### config.mk
export PLATFORM = sky130hd
export DESIGN_NAME = ipv4_embedded_ipv6_translator_flat
export DESIGN_NICKNAME = d
export VERILOG_FILES = /design/src/v4v6_pkg.sv /design/src/v4v6_req_if.sv /design/src/v4v6_cell.sv /design/src/ipv4_embedded_ipv6_translator.sv /design/src/flat_wrapper.sv
export SDC_FILE = /design/constraint.sdc
export NUM_CORES = 2
export LEC_CHECK = 0
export ABC_AREA = 1
export BUFFER_PORTS_ARGS = -buffer_cell sky130_fd_sc_hd__buf_2
export CAP_MARGIN = 5
export CELL_PAD_IN_SITES_DETAIL_PLACEMENT = 1
export CELL_PAD_IN_SITES_GLOBAL_PLACEMENT = 2
export CORE_MARGIN = 2
export CORE_UTILIZATION = 40
export DETAILED_ROUTE_END_ITERATION = 16
export HOLD_SLACK_MARGIN = 0.15
export PLACE_DENSITY_LB_ADDON = 0.1
export SLEW_MARGIN = 0
export SYNTH_ARGS = -nofsm -noshare
export SYNTH_HDL_FRONTEND = slang
export SYNTH_SLANG_ARGS = --single-unit
### constraint.sdc
create_clock -name clk -period 7.6 [get_ports clk]
set_input_delay 0 -clock clk [delete_from_list [all_inputs] [get_ports clk]]
set_output_delay 0 -clock clk [all_outputs]
set_load 0.02 [all_outputs]
### src/v4v6_pkg.sv
// Package for the IPv4-embedded IPv6 translator: carry type passed along the
// cell chain, length codes and the address compose/extract functions.
// Used by the cell and top-level files of the block; depends on nothing.
package v4v6_pkg;

  localparam int IDX_W = 6;

  localparam logic [1:0] ACT_ADD = 2'd0;
  localparam logic [1:0] ACT_DEL = 2'd1;
  localparam logic [1:0] ACT_CMP = 2'd2;
  localparam logic [1:0] ACT_EXT = 2'd3;

  localparam logic [1:0] ST_OK = 2'd0;
  localparam logic [1:0] ST_BAD_LEN = 2'd1;
  localparam logic [1:0] ST_NO_ENTRY = 2'd2;
  localparam logic [1:0] ST_FULL = 2'd3;

  localparam logic [2:0] CODE_96 = 3'd5;
  localparam logic [95:0] WKP = {8'h00, 8'h64, 8'hff, 8'h9b, 64'h0};

  typedef struct packed {
    logic go;
    logic hit;
    logic [IDX_W-1:0] hit_idx;
    logic [63:0] hit_hi;
    logic [31:0] hit_mid;
    logic [2:0] hit_code;
    logic fb;
    logic [63:0] fb_hi;
    logic [31:0] fb_mid;
    logic [2:0] fb_code;
    logic free;
    logic [IDX_W-1:0] free_idx;
  } carry_t;

  typedef struct packed {
    logic en;
    logic clear;
    logic fresh;
    logic [IDX_W-1:0] idx;
  } wr_t;

  function automatic logic [3:0] len_code(input logic [7:0] len);
    case (len)
      8'd32: len_code = 4'b1000;
      8'd40: len_code = 4'b1001;
      8'd48: len_code = 4'b1010;
      8'd56: len_code = 4'b1011;
      8'd64: len_code = 4'b1100;
      8'd96: len_code = 4'b1101;
      default: len_code = 4'b0000;
    endcase
  endfunction

  function automatic logic [4:0] nbytes(input logic [2:0] code);
    case (code)
      3'd0: nbytes = 5'd4;
      3'd1: nbytes = 5'd5;
      3'd2: nbytes = 5'd6;
      3'd3: nbytes = 5'd7;
      3'd4: nbytes = 5'd8;
      default: nbytes = 5'd12;
    endcase
  endfunction

  function automatic logic [3:0] opos(input logic [2:0] code, input logic [1:0] k);
    logic [15:0] row;
    case (code)
      3'd0: row = 16'h4567;
      3'd1: row = 16'h5679;
      3'd2: row = 16'h679a;
      3'd3: row = 16'h79ab;
      3'd4: row = 16'h9abc;
      default: row = 16'hcdef;
    endcase
    opos = row[15 - 4 * k -: 4];
  endfunction

  function automatic logic [127:0] compose(input logic [2:0] code,
                                           input logic [95:0] pfx,
                                           input logic [31:0] v4);
    logic [127:0] w;
    logic [4:0] nb;
    w = '0;
    nb = nbytes(code);
    for (int j = 0; j < 12; j++) begin
      if (5'(j) < nb) begin
        w[127 - 8 * j -: 8] = pfx[95 - 8 * j -: 8];
      end
    end
    for (int j = 0; j < 16; j++) begin
      for (int k = 0; k < 4; k++) begin
        if (opos(code, 2'(k)) == 4'(j)) begin
          w[127 - 8 * j -: 8] = v4[31 - 8 * k -: 8];
        end
      end
    end
    compose = w;
  endfunction

  function automatic logic [31:0] extract(input logic [2:0] code,
                                          input logic [127:0] a);
    logic [31:0] v;
    v = '0;
    for (int k = 0; k < 4; k++) begin
      for (int j = 0; j < 16; j++) begin
        if (opos(code, 2'(k)) == 4'(j)) begin
          v[31 - 8 * k -: 8] = a[127 - 8 * j -: 8];
        end
      end
    end
    extract = v;
  endfunction

endpackage

### src/v4v6_req_if.sv
// Request and response channel interfaces of the translator.
// Valid/ready handshake; no package dependency.
interface v4v6_req_if;
  logic valid;
  logic ready;
  logic [1:0] action;
  logic [31:0] tenant_id;
  logic [15:0] table_index;
  logic [63:0] addr_high;
  logic [63:0] addr_low;
  logic [7:0] prefix_len;
  logic [31:0] ipv4_addr;
  modport source(output valid, action, tenant_id, table_index, addr_high, addr_low,
                 prefix_len, ipv4_addr, input ready);
  modport sink(input valid, action, tenant_id, table_index, addr_high, addr_low,
               prefix_len, ipv4_addr, output ready);
endinterface

interface v4v6_rsp_if;
  logic valid;
  logic ready;
  logic [1:0] status;
  logic [63:0] ipv6_high;
  logic [63:0] ipv6_low;
  logic [31:0] ipv4_out;
  modport source(output valid, status, ipv6_high, ipv6_low, ipv4_out, input ready);
  modport sink(input valid, status, ipv6_high, ipv6_low, ipv4_out, output ready);
endinterface

### src/v4v6_cell.sv
// One prefix slot of the translator chain: holds the entry and folds its
// match into the carry handed to the next cell. Depends on v4v6_pkg.
module v4v6_cell #(
  parameter int IDX = 0
) (
  input  logic clk,
  input  logic rst,
  input  logic [1:0] action,
  input  logic [31:0] tenant_id,
  input  logic [15:0] table_index,
  input  logic [63:0] addr_high,
  input  logic [31:0] addr_mid,
  input  logic [2:0] code,
  input  v4v6_pkg::wr_t wr,
  input  v4v6_pkg::carry_t cin,
  output v4v6_pkg::carry_t cout
);
  logic valid;
  logic [31:0] tenant;
  logic [15:0] tbl;
  logic [63:0] phi;
  logic [31:0] pmid;
  logic [2:0] pcode;
  v4v6_pkg::carry_t c_next;
  logic lookup;
  logic mine;

  assign lookup = action[1];
  assign mine = wr.idx == v4v6_pkg::IDX_W'(IDX);

  always_comb begin
    c_next = cin;
    if (valid && !cin.hit) begin
      if (lookup ? (tbl == table_index) : (tenant == tenant_id)) begin
        c_next.hit = 1'b1;
        c_next.hit_idx = v4v6_pkg::IDX_W'(IDX);
        c_next.hit_hi = phi;
        c_next.hit_mid = pmid;
        c_next.hit_code = pcode;
      end else if (action == v4v6_pkg::ACT_CMP ? (tbl == 16'd0) : (tenant == 32'd0)) begin
        c_next.fb = 1'b1;
        c_next.fb_hi = phi;
        c_next.fb_mid = pmid;
        c_next.fb_code = pcode;
      end
    end
    if (!valid && !cin.free) begin
      c_next.free = 1'b1;
      c_next.free_idx = v4v6_pkg::IDX_W'(IDX);
    end
  end

  always_ff @(posedge clk) begin
    if (rst) begin
      cout.go <= 1'b0;
    end else begin
      cout.go <= cin.go;
    end
    cout.hit <= c_next.hit;
    cout.hit_idx <= c_next.hit_idx;
    cout.hit_hi <= c_next.hit_hi;
    cout.hit_mid <= c_next.hit_mid;
    cout.hit_code <= c_next.hit_code;
    cout.fb <= c_next.fb;
    cout.fb_hi <= c_next.fb_hi;
    cout.fb_mid <= c_next.fb_mid;
    cout.fb_code <= c_next.fb_code;
    cout.free <= c_next.free;
    cout.free_idx <= c_next.free_idx;
  end

  always_ff @(posedge clk) begin
    if (rst) begin
      valid <= 1'b0;
    end else if (wr.en && mine) begin
      valid <= !wr.clear;
    end
  end

  always_ff @(posedge clk) begin
    if (wr.en && mine && !wr.clear) begin
      if (wr.fresh) begin
        tenant <= tenant_id;
        tbl <= table_index;
      end
      phi <= addr_high;
      pmid <= addr_mid;
      pcode <= code;
    end
  end
endmodule

### src/ipv4_embedded_ipv6_translator.sv
// IPv4-embedded IPv6 translator top level: request register, chain of prefix
// cells and response register. Depends on v4v6_pkg, the channel interfaces
// and v4v6_cell.
//
// A word on the req channel adds or deletes a tenant prefix, or composes or
// extracts an address; each word yields exactly one word on the rsp channel.
// The request is registered, then a scan token walks the chain of
// PREFIX_ENTRIES cells, one cell per cycle, collecting the tenant or table
// match, the fallback entry and the lowest free slot. When it leaves the last
// cell the table is written and the response registered.
// Only one request is in flight at a time, so a new word is not accepted until
// the response to the last one has been taken.
// Reset empties the table and drops any request in flight. When the receiver
// stalls, the response holds on rsp and req stays not ready until it is taken.
module ipv4_embedded_ipv6_translator #(
  parameter int PREFIX_ENTRIES = 8
) (
  input logic clk,
  input logic rst,
  v4v6_req_if.sink req,
  v4v6_rsp_if.source rsp
);
  localparam logic [1:0] S_IDLE = 2'd0;
  localparam logic [1:0] S_SCAN = 2'd1;
  localparam logic [1:0] S_OUT = 2'd2;

  logic [1:0] state;
  logic start;
  logic [1:0] action;
  logic [31:0] tenant_id;
  logic [15:0] table_index;
  logic [63:0] addr_high;
  logic [63:0] addr_low;
  logic [7:0] prefix_len;
  logic [31:0] ipv4_addr;
  logic [3:0] lc;
  v4v6_pkg::carry_t chain [PREFIX_ENTRIES+1];
  v4v6_pkg::carry_t fin;
  v4v6_pkg::wr_t wr;
  logic [1:0] status_next;
  logic [2:0] sel_code;
  logic [95:0] sel_pfx;
  logic done;

  assign req.ready = state == S_IDLE;
  assign rsp.valid = state == S_OUT;
  assign lc = v4v6_pkg::len_code(prefix_len);
  assign fin = chain[PREFIX_ENTRIES];
  assign done = state == S_SCAN && fin.go;

  always_comb begin
    chain[0] = '0;
    chain[0].go = start;
  end

  for (genvar i = 0; i < PREFIX_ENTRIES; i++) begin : g_cell
    v4v6_cell #(.IDX(i)) u_cell (
      .clk(clk),
      .rst(rst),
      .action(action),
      .tenant_id(tenant_id),
      .table_index(table_index),
      .addr_high(addr_high),
      .addr_mid(addr_low[63:32]),
      .code(lc[2:0]),
      .wr(wr),
      .cin(chain[i]),
      .cout(chain[i+1])
    );
  end

  always_comb begin
    wr = '0;
    status_next = v4v6_pkg::ST_OK;
    if (!action[1]) begin
      if (!lc[3]) begin
        status_next = v4v6_pkg::ST_BAD_LEN;
      end else if (action == v4v6_pkg::ACT_ADD) begin
        if (fin.hit) begin
          wr.en = done;
          wr.idx = fin.hit_idx;
        end else if (fin.free) begin
          wr.en = done;
          wr.fresh = 1'b1;
          wr.idx = fin.free_idx;
        end else begin
          status_next = v4v6_pkg::ST_FULL;
        end
      end else if (fin.hit) begin
        wr.en = done;
        wr.clear = 1'b1;
        wr.idx = fin.hit_idx;
      end else begin
        status_next = v4v6_pkg::ST_NO_ENTRY;
      end
    end
    if (fin.hit) begin
      sel_code = fin.hit_code;
      sel_pfx = {fin.hit_hi, fin.hit_mid};
    end else if (fin.fb) begin
      sel_code = fin.fb_code;
      sel_pfx = {fin.fb_hi, fin.fb_mid};
    end else begin
      sel_code = v4v6_pkg::CODE_96;
      sel_pfx = v4v6_pkg::WKP;
    end
  end

  always_ff @(posedge clk) begin
    if (rst) begin
      state <= S_IDLE;
      start <= 1'b0;
    end else begin
      start <= req.valid && req.ready;
      case (state)
        S_IDLE: if (req.valid) state <= S_SCAN;
        S_SCAN: if (fin.go) state <= S_OUT;
        S_OUT: if (rsp.ready) state <= S_IDLE;
        default: state <= S_IDLE;
      endcase
    end
  end

  always_ff @(posedge clk) begin
    if (req.valid && req.ready) begin
      action <= req.action;
      tenant_id <= req.tenant_id;
      table_index <= req.table_index;
      addr_high <= req.addr_high;
      addr_low <= req.addr_low;
      prefix_len <= req.prefix_len;
      ipv4_addr <= req.ipv4_addr;
    end
    if (done) begin
      rsp.status <= status_next;
      {rsp.ipv6_high, rsp.ipv6_low} <= (action == v4v6_pkg::ACT_CMP) ?
          v4v6_pkg::compose(sel_code, sel_pfx, ipv4_addr) : 128'd0;
      rsp.ipv4_out <= (action == v4v6_pkg::ACT_EXT) ?
          v4v6_pkg::extract(sel_code, {addr_high, addr_low}) : 32'd0;
    end
  end
endmodule
### src/flat_wrapper.sv
// flat-port wrapper written by rule: the top's interface ports become plain ports
module ipv4_embedded_ipv6_translator_flat 
#(
  parameter int PREFIX_ENTRIES = 8
)
  (clk, rst, req_valid, req_action, req_tenant_id, req_table_index, req_addr_high, req_addr_low, req_prefix_len, req_ipv4_addr, req_ready, rsp_valid, rsp_status, rsp_ipv6_high, rsp_ipv6_low, rsp_ipv4_out, rsp_ready);
  v4v6_req_if req_i ();
  v4v6_rsp_if rsp_i ();
  input logic clk;
  input logic rst;
  input wire logic [$bits(req_i.valid)-1:0] req_valid;
  input wire logic [$bits(req_i.action)-1:0] req_action;
  input wire logic [$bits(req_i.tenant_id)-1:0] req_tenant_id;
  input wire logic [$bits(req_i.table_index)-1:0] req_table_index;
  input wire logic [$bits(req_i.addr_high)-1:0] req_addr_high;
  input wire logic [$bits(req_i.addr_low)-1:0] req_addr_low;
  input wire logic [$bits(req_i.prefix_len)-1:0] req_prefix_len;
  input wire logic [$bits(req_i.ipv4_addr)-1:0] req_ipv4_addr;
  output wire logic [$bits(req_i.ready)-1:0] req_ready;
  output wire logic [$bits(rsp_i.valid)-1:0] rsp_valid;
  output wire logic [$bits(rsp_i.status)-1:0] rsp_status;
  output wire logic [$bits(rsp_i.ipv6_high)-1:0] rsp_ipv6_high;
  output wire logic [$bits(rsp_i.ipv6_low)-1:0] rsp_ipv6_low;
  output wire logic [$bits(rsp_i.ipv4_out)-1:0] rsp_ipv4_out;
  input wire logic [$bits(rsp_i.ready)-1:0] rsp_ready;
  assign req_i.valid = req_valid;
  assign req_i.action = req_action;
  assign req_i.tenant_id = req_tenant_id;
  assign req_i.table_index = req_table_index;
  assign req_i.addr_high = req_addr_high;
  assign req_i.addr_low = req_addr_low;
  assign req_i.prefix_len = req_prefix_len;
  assign req_i.ipv4_addr = req_ipv4_addr;
  assign req_ready = req_i.ready;
  assign rsp_valid = rsp_i.valid;
  assign rsp_status = rsp_i.status;
  assign rsp_ipv6_high = rsp_i.ipv6_high;
  assign rsp_ipv6_low = rsp_i.ipv6_low;
  assign rsp_ipv4_out = rsp_i.ipv4_out;
  assign rsp_i.ready = rsp_ready;
  ipv4_embedded_ipv6_translator #(.PREFIX_ENTRIES(PREFIX_ENTRIES)) u_core (.clk(clk), .rst(rst), .req(req_i), .rsp(rsp_i));
endmodule
==> After elaboration in Yosys (flattened, before gate mapping) <==
Cells that the tools add are included.
{ "classes": {"add_sub_neg": 0, "mul": 0, "div_mod_pow": 0, "n_lt_le_gt_ge": 12, "n_eq_ne": 100, "n_shift": 0, "mux": 218, "bitwise_logic": 3, "n_reduce_logical": 91} }
{ "ops": {"columns": ["cell", "count"], "rows": [
  ["$mux W100", 15],
  ["$mux W206", 7],
  ["$mux W8", 140],
  ["$mux W106", 8],
  ["$eq A32 B32 Y1", 8],
  ["$logic_not A32 Y1", 8],
  ["$mux W96", 2],
  ["$eq A16 B16 Y1", 8],
  ["$eq A4 B4 Y1 const B", 32],
  ["$logic_not A16 Y1", 8],
  ["$pmux W16 S5", 1],
  ["$eq A4 B3 Y1 const B", 16],
  ["$eq A4 B2 Y1 const B", 8],
  ["$eq A8 B6 Y1 const B", 4],
  ["$logic_and A1 B1 Y1", 32],
  ["$eq A6 B3 Y1 const B", 4],
  ["$pmux W4 S6", 1],
  ["$mux W1", 23],
  ["$logic_not A1 Y1", 22],
  ["$lt A3 B5 Y1 const A", 4],
  ["$lt A4 B5 Y1 const A", 4],
  ["$pmux W4 S5", 1],
  ["$mux W6", 3],
  ["$mux W9", 2],
  ["other kinds (28)", 63]
]} }
{ "word_totals": {"register_bits": 3279, "latch_bits": 0, "ram_bits": 0, "rom_bits": 0, "inputBits": 222, "out_inout_bits": 164, "elab_cells": 582, "n_memories": 0} }

==> Longest topological paths before layout <==
{ "depth": {"depth_word": 22, "depth_mapped": 16, "depth_no_buf": 13} }

==> Modules after synthesis <==
Synthesis repeated with hierarchy kept, for this count alone.
{ "hier_totals": {"cells_unflattened": 16234, "area_unflattened_um2": 135546.2} }
{ "by_module_without_submodules": {"columns": ["module", "n_inst", "cells_per_inst", "area_per_inst_um2", "seq_area_each_um2"], "rows": [
  ["v4v6_cell (u_core.g_cell[1].u_cell ...)", 3, 1806, 14705.4, 8718.4],
  ["v4v6_cell (u_core.g_cell[5].u_cell ...)", 2, 1805, 14725.4, 8718.4],
  ["ipv4_embedded_ipv6_translator", 1, 1453, 16568.4, 11471.0],
  ["v4v6_cell (u_core.g_cell[7].u_cell)", 1, 1973, 15343.5, 8718.4],
  ["v4v6_cell (u_core.g_cell[0].u_cell)", 1, 1974, 15341.0, 8718.4],
  ["v4v6_cell (u_core.g_cell[3].u_cell)", 1, 1806, 14726.6, 8718.4]
]} }

==> Least setup slack after synthesis <==
Ideal clock, no wire load.
{ "synth_path": {"path_type": "reg2reg", "startpoint": "register u_core.state[0]", "endpoint": "register u_core.action[0] (enable)", "setup_time_ns": 0.568, "arrival_ns": 4.997, "required_time_ns": 7.032, "slack_ns": 2.035, "path_stages_with_launch": 4, "n_path_buf": 0, "synth_period_minus_slack_ns": 5.565, "path_cell_list": "dfxtp_1 nor2_1 nand2_1 inv_1"} }
{ "synth_between": {"elab_chain_len": 2} }
{ "synth_lines": {"columns": ["element", "line_no", "rtl"], "rows": [
  ["start, declared", "ipv4_embedded_ipv6_translator.sv:27", "logic [1:0] state;"],
  ["start signal, assigned", "ipv4_embedded_ipv6_translator.sv:111", "state <= S_IDLE;"],
  ["start signal, assigned", "ipv4_embedded_ipv6_translator.sv:116", "S_IDLE: if (req.valid) state <= S_SCAN;"],
  ["start signal, assigned", "ipv4_embedded_ipv6_translator.sv:117", "S_SCAN: if (fin.go) state <= S_OUT;"],
  ["$logic_not A2 Y1", "ipv4_embedded_ipv6_translator.sv:45", "assign req.ready = state == S_IDLE;"],
  ["named net req_ready", "flat_wrapper.sv:19", "output wire logic [$bits(req_i.ready)-1:0] req_ready;"],
  ["$logic_and A1 B1 Y1", "ipv4_embedded_ipv6_translator.sv:125", "if (req.valid && req.ready) begin"],
  ["end signal, assigned", "ipv4_embedded_ipv6_translator.sv:126", "action <= req.action;"],
  ["end, declared", "ipv4_embedded_ipv6_translator.sv:29", "logic [1:0] action;"]
]} }
The timed path passes the listed nets, and every way through them passes these cells.
A chain may end at the register's enable or synchronous reset.

==> metrics <==
initial DRC count=7912; Peak Freq=198 MHz; Port Buffers=385; Die X=541 um; Post-Layout Cell Count=15771; # fillers=30971; vias in the first global route=90588; unrepaired setup endpoints after global routing=no; CP Launch Type=flop; Cell variety after synth=46; area after detailed placement=120000 um^2; Worst setup EP type=flop; Detailed Routing Iterations Pass 1=5; Worst Skew=0.0614 ns; worst-skew pair later-pin latency=0.95 ns; Clock transition at path regs=0.06 ns; TritonCTS clock tree=built; row count=197; # Max-Cap Violations=0; # hold bufs at CTS=444; ys async rst share=0; gr ovfl total=0; clock power share=0.469; Layout Nets=11909; number of nets with antenna violations after routing=0; NetSw=7.84 mW; crit path max fanout=60; worst-margin pin slew=1.33 ns; post-layout util=0.473; gr usage total=0.300; synthesized area per cell=10.5 um^2; CTS-repair resized insts=0; Final HPWL DP=265000 um; residual DRC count=0; GP Congestion=0.846; antenna violations before repair=36; Cell Count Post-Placement=14674; Finished Cell Area=136000 um^2; WS Path Type=reg -> reg; relative slew slack=0.115; Fin. Hold Viols=0; Cell Area, Synth=115000 um^2; die area=293000 um^2; share of Yosys cell area claimed by the top area cell type=0.405; largest net degree at the start of global routing=102; syn nets=11249; initial core utilization=0.401; Synth area leader=edfxtp_1; IO Count=386; Post-synth EDFFs=1556; Int Pwr=28.3 mW; die height=541 um; clock root buffer=clkbuf_16; register area share after synthesis=0.694; CTS Buf Count=348; WP data arrival=5.87 ns; Post-CTS Setup Inserts=0; Final setup viols=0; switch share=0.217; Main synth FF type=dfxtp_1; first-pass GRT wire length=641000 um; maximum VDD drop=0.193 mV; final clock period utilization by the worst path=0.663; Post-Place Worst Slack=2.55 ns; Hold Path Class=in -> reg; clk buf depth=4; Pins Over Slew Limit=0; Worst EP required=8.43 ns; total wire length=447000 um; synthesis-to-layout area growth=17.9%; sequential power share=0.513; setup TNS=0 ns; setup ws final=2.56 ns; Synth warnings=0; Post-Syn Instances=11027; via count of the routed design=86574; Core Area=287000 um^2; layout cells sized above 1=0.100; fin crit period=5.04 ns; routed vias/inst=5.49; Synth area leaders=edfxtp_1 41%, dfxtp_1 29%, nand2_1 12%; status=finished, final reports clean; Leakage=55.9 nW; Combinational Power Share=0.018; Yosys reg bits=3217; drt wl/cell=28.4 um; clock sink count=3217; H-tree lvl count=5; PD cells=266 nW/um^2
-- final timing paths --
kind | start | slack, ns | endpoint | cells after the start
setup / recovery | u_core.tenant_id[22] | 2.56 | u_core.g_cell[2].u_cell.cout[172] | 12
hold reg to reg | u_core.g_cell[4].u_cell.cout[123] | 0.40 | u_core.g_cell[5].u_cell.cout[123] | 2
setup reg to reg | u_core.tenant_id[22] | 2.56 | u_core.g_cell[2].u_cell.cout[172] | 12
hold / removal | req_addr_high[38] | 0.29 | u_core.addr_high[38] | 3
-- kinds of logic (layout without fill, tap and decap cells) --
logic type / Yosys count / after routing / synth area share
and+or+nand+nor: 6130 / 6130 / 0.227
DFF: 3217 / 3217 / 0.694
buffers and inverters: 1157 / 2113 / 0.0470
AOI/OAI and AO/OA: 356 / 356 / 0.0196
xor gates and xnor gates: 167 / 167 / 0.0127
other: 0 / 7 / 0
-- placed cells by master (no fill, tap or decap), types with 16 or more instances in the layout --
master            n
buf_4           148
clkbuf_1        106
buf_2           385
o22ai_1          18
clkinv_2         56
nor3_1           46
nor2_4           24
edfxtp_1       1556
xor2_1           84
clkbuf_16       365
nand2_4          20
clkbuf_8         49
nand3_1         810
clkinv_1         32
a22o_1           24
o21ai_0         122
inv_2            23
dlygate4sd3_1   444
dfxtp_1        1660
o221a_2          16
a22oi_1          40
inv_6            18
nand2_1        3637
or2_2            21
nor2_1          810
a21oi_1          66
o211ai_1         30
nand3_4          19
inv_1           444
nand4_1         730
xnor2_1          83
-- routing by layer --
| layer | routed length [um] | GRT usage | up-vias |
|---|---|---|---|
| met4 | 16100 | 0.105 | 0 |
| met2 | 214000 | 0.505 | 3014 |
| li1 | - | - | 38196 |
| met1 | 189000 | 0.396 | 44610 |
| met5 | 0 | 0 | - |
| met3 | 27600 | 0.0385 | 754 |
-- critical path: stages, from the launching register on --
cell and delay (ns):
edfxtp_1 0.85, inv_1 0.33, nand2_1 0.13, nand3_1 0.08
nor2_1 0.20, nand2_1 0.14, nor2_1 0.36, nand2_8 0.33
nand2_4 0.89, nand2_4 0.65, buf_12 0.48, nand2_1 0.13
nand2_1 0.07
-- area by class of cell --
type	instances	area, um^2	area share
inverter	482	1880	0.0138
timing repair buffer	985	7640	0.0562
clock buffer	520	10200	0.0751
clock inverter	126	1140	0.00841
multi-input combinational	6653	30300	0.223
antenna	7	17.5	0.000129
tap	3781	4730	0.0348
sequential	3217	80000	0.588
-- state kept, by name, indices dropped and copies added, names as in the netlist --
register	flops
u_core.g_cell.u_cell.cout	1650
u_core.g_cell.u_cell.phi	512
u_core.g_cell.u_cell.pmid	256
u_core.g_cell.u_cell.tenant	256
u_core.g_cell.u_cell.tbl	128
u_core.addr_high	64
u_core.addr_low	64
u_core.rsp.ipv6_high	64
u_core.rsp.ipv6_low	64
u_core.ipv4_addr	32
u_core.rsp.ipv4_out	32
u_core.tenant_id	32
u_core.g_cell.u_cell.pcode	24
u_core.table_index	16
u_core.g_cell.u_cell.valid	8
u_core.prefix_len	8
u_core.action	2
u_core.rsp.status	2
u_core.state	2
u_core.start	1
-- synth_stat cells, types with 40 or more instances --
cell type / n
a21oi_1: 66
a22oi_1: 40
buf_2: 206
buf_4: 56
buf_6: 77
clkbuf_1: 301
dfxtp_1: 1661
edfxtp_1: 1556
inv_1: 454
nand2_1: 3649
nand3_1: 824
nand4_1: 730
nor2_1: 823
nor3_1: 46
o21ai_0: 122
xnor2_1: 83
xor2_1: 84
-- power by group through the flow --
stage / Sequential, mW / Combinational, mW / Clock [mW]
after detailed placement: 18.9 / 0.474 / 0
final: 18.5 / 0.660 / 16.9
after CTS: 18.5 / 0.654 / 17.1
after global routing: 18.5 / 0.712 / 17.8
after floorplan: 18.7 / 0.243 / 0
after global placement: 18.9 / 0.467 / 0
-- stage by stage --
stage	hold WS, ns	power (mW)
floorplan	0.0989	19.0
global placement	0.176	19.4
detailed placement	0.178	19.4
CTS	0.230	36.3
global route	0.296	37.1
finish	0.288	36.1
No activity file was read; power rests on OpenSTA's default activity.
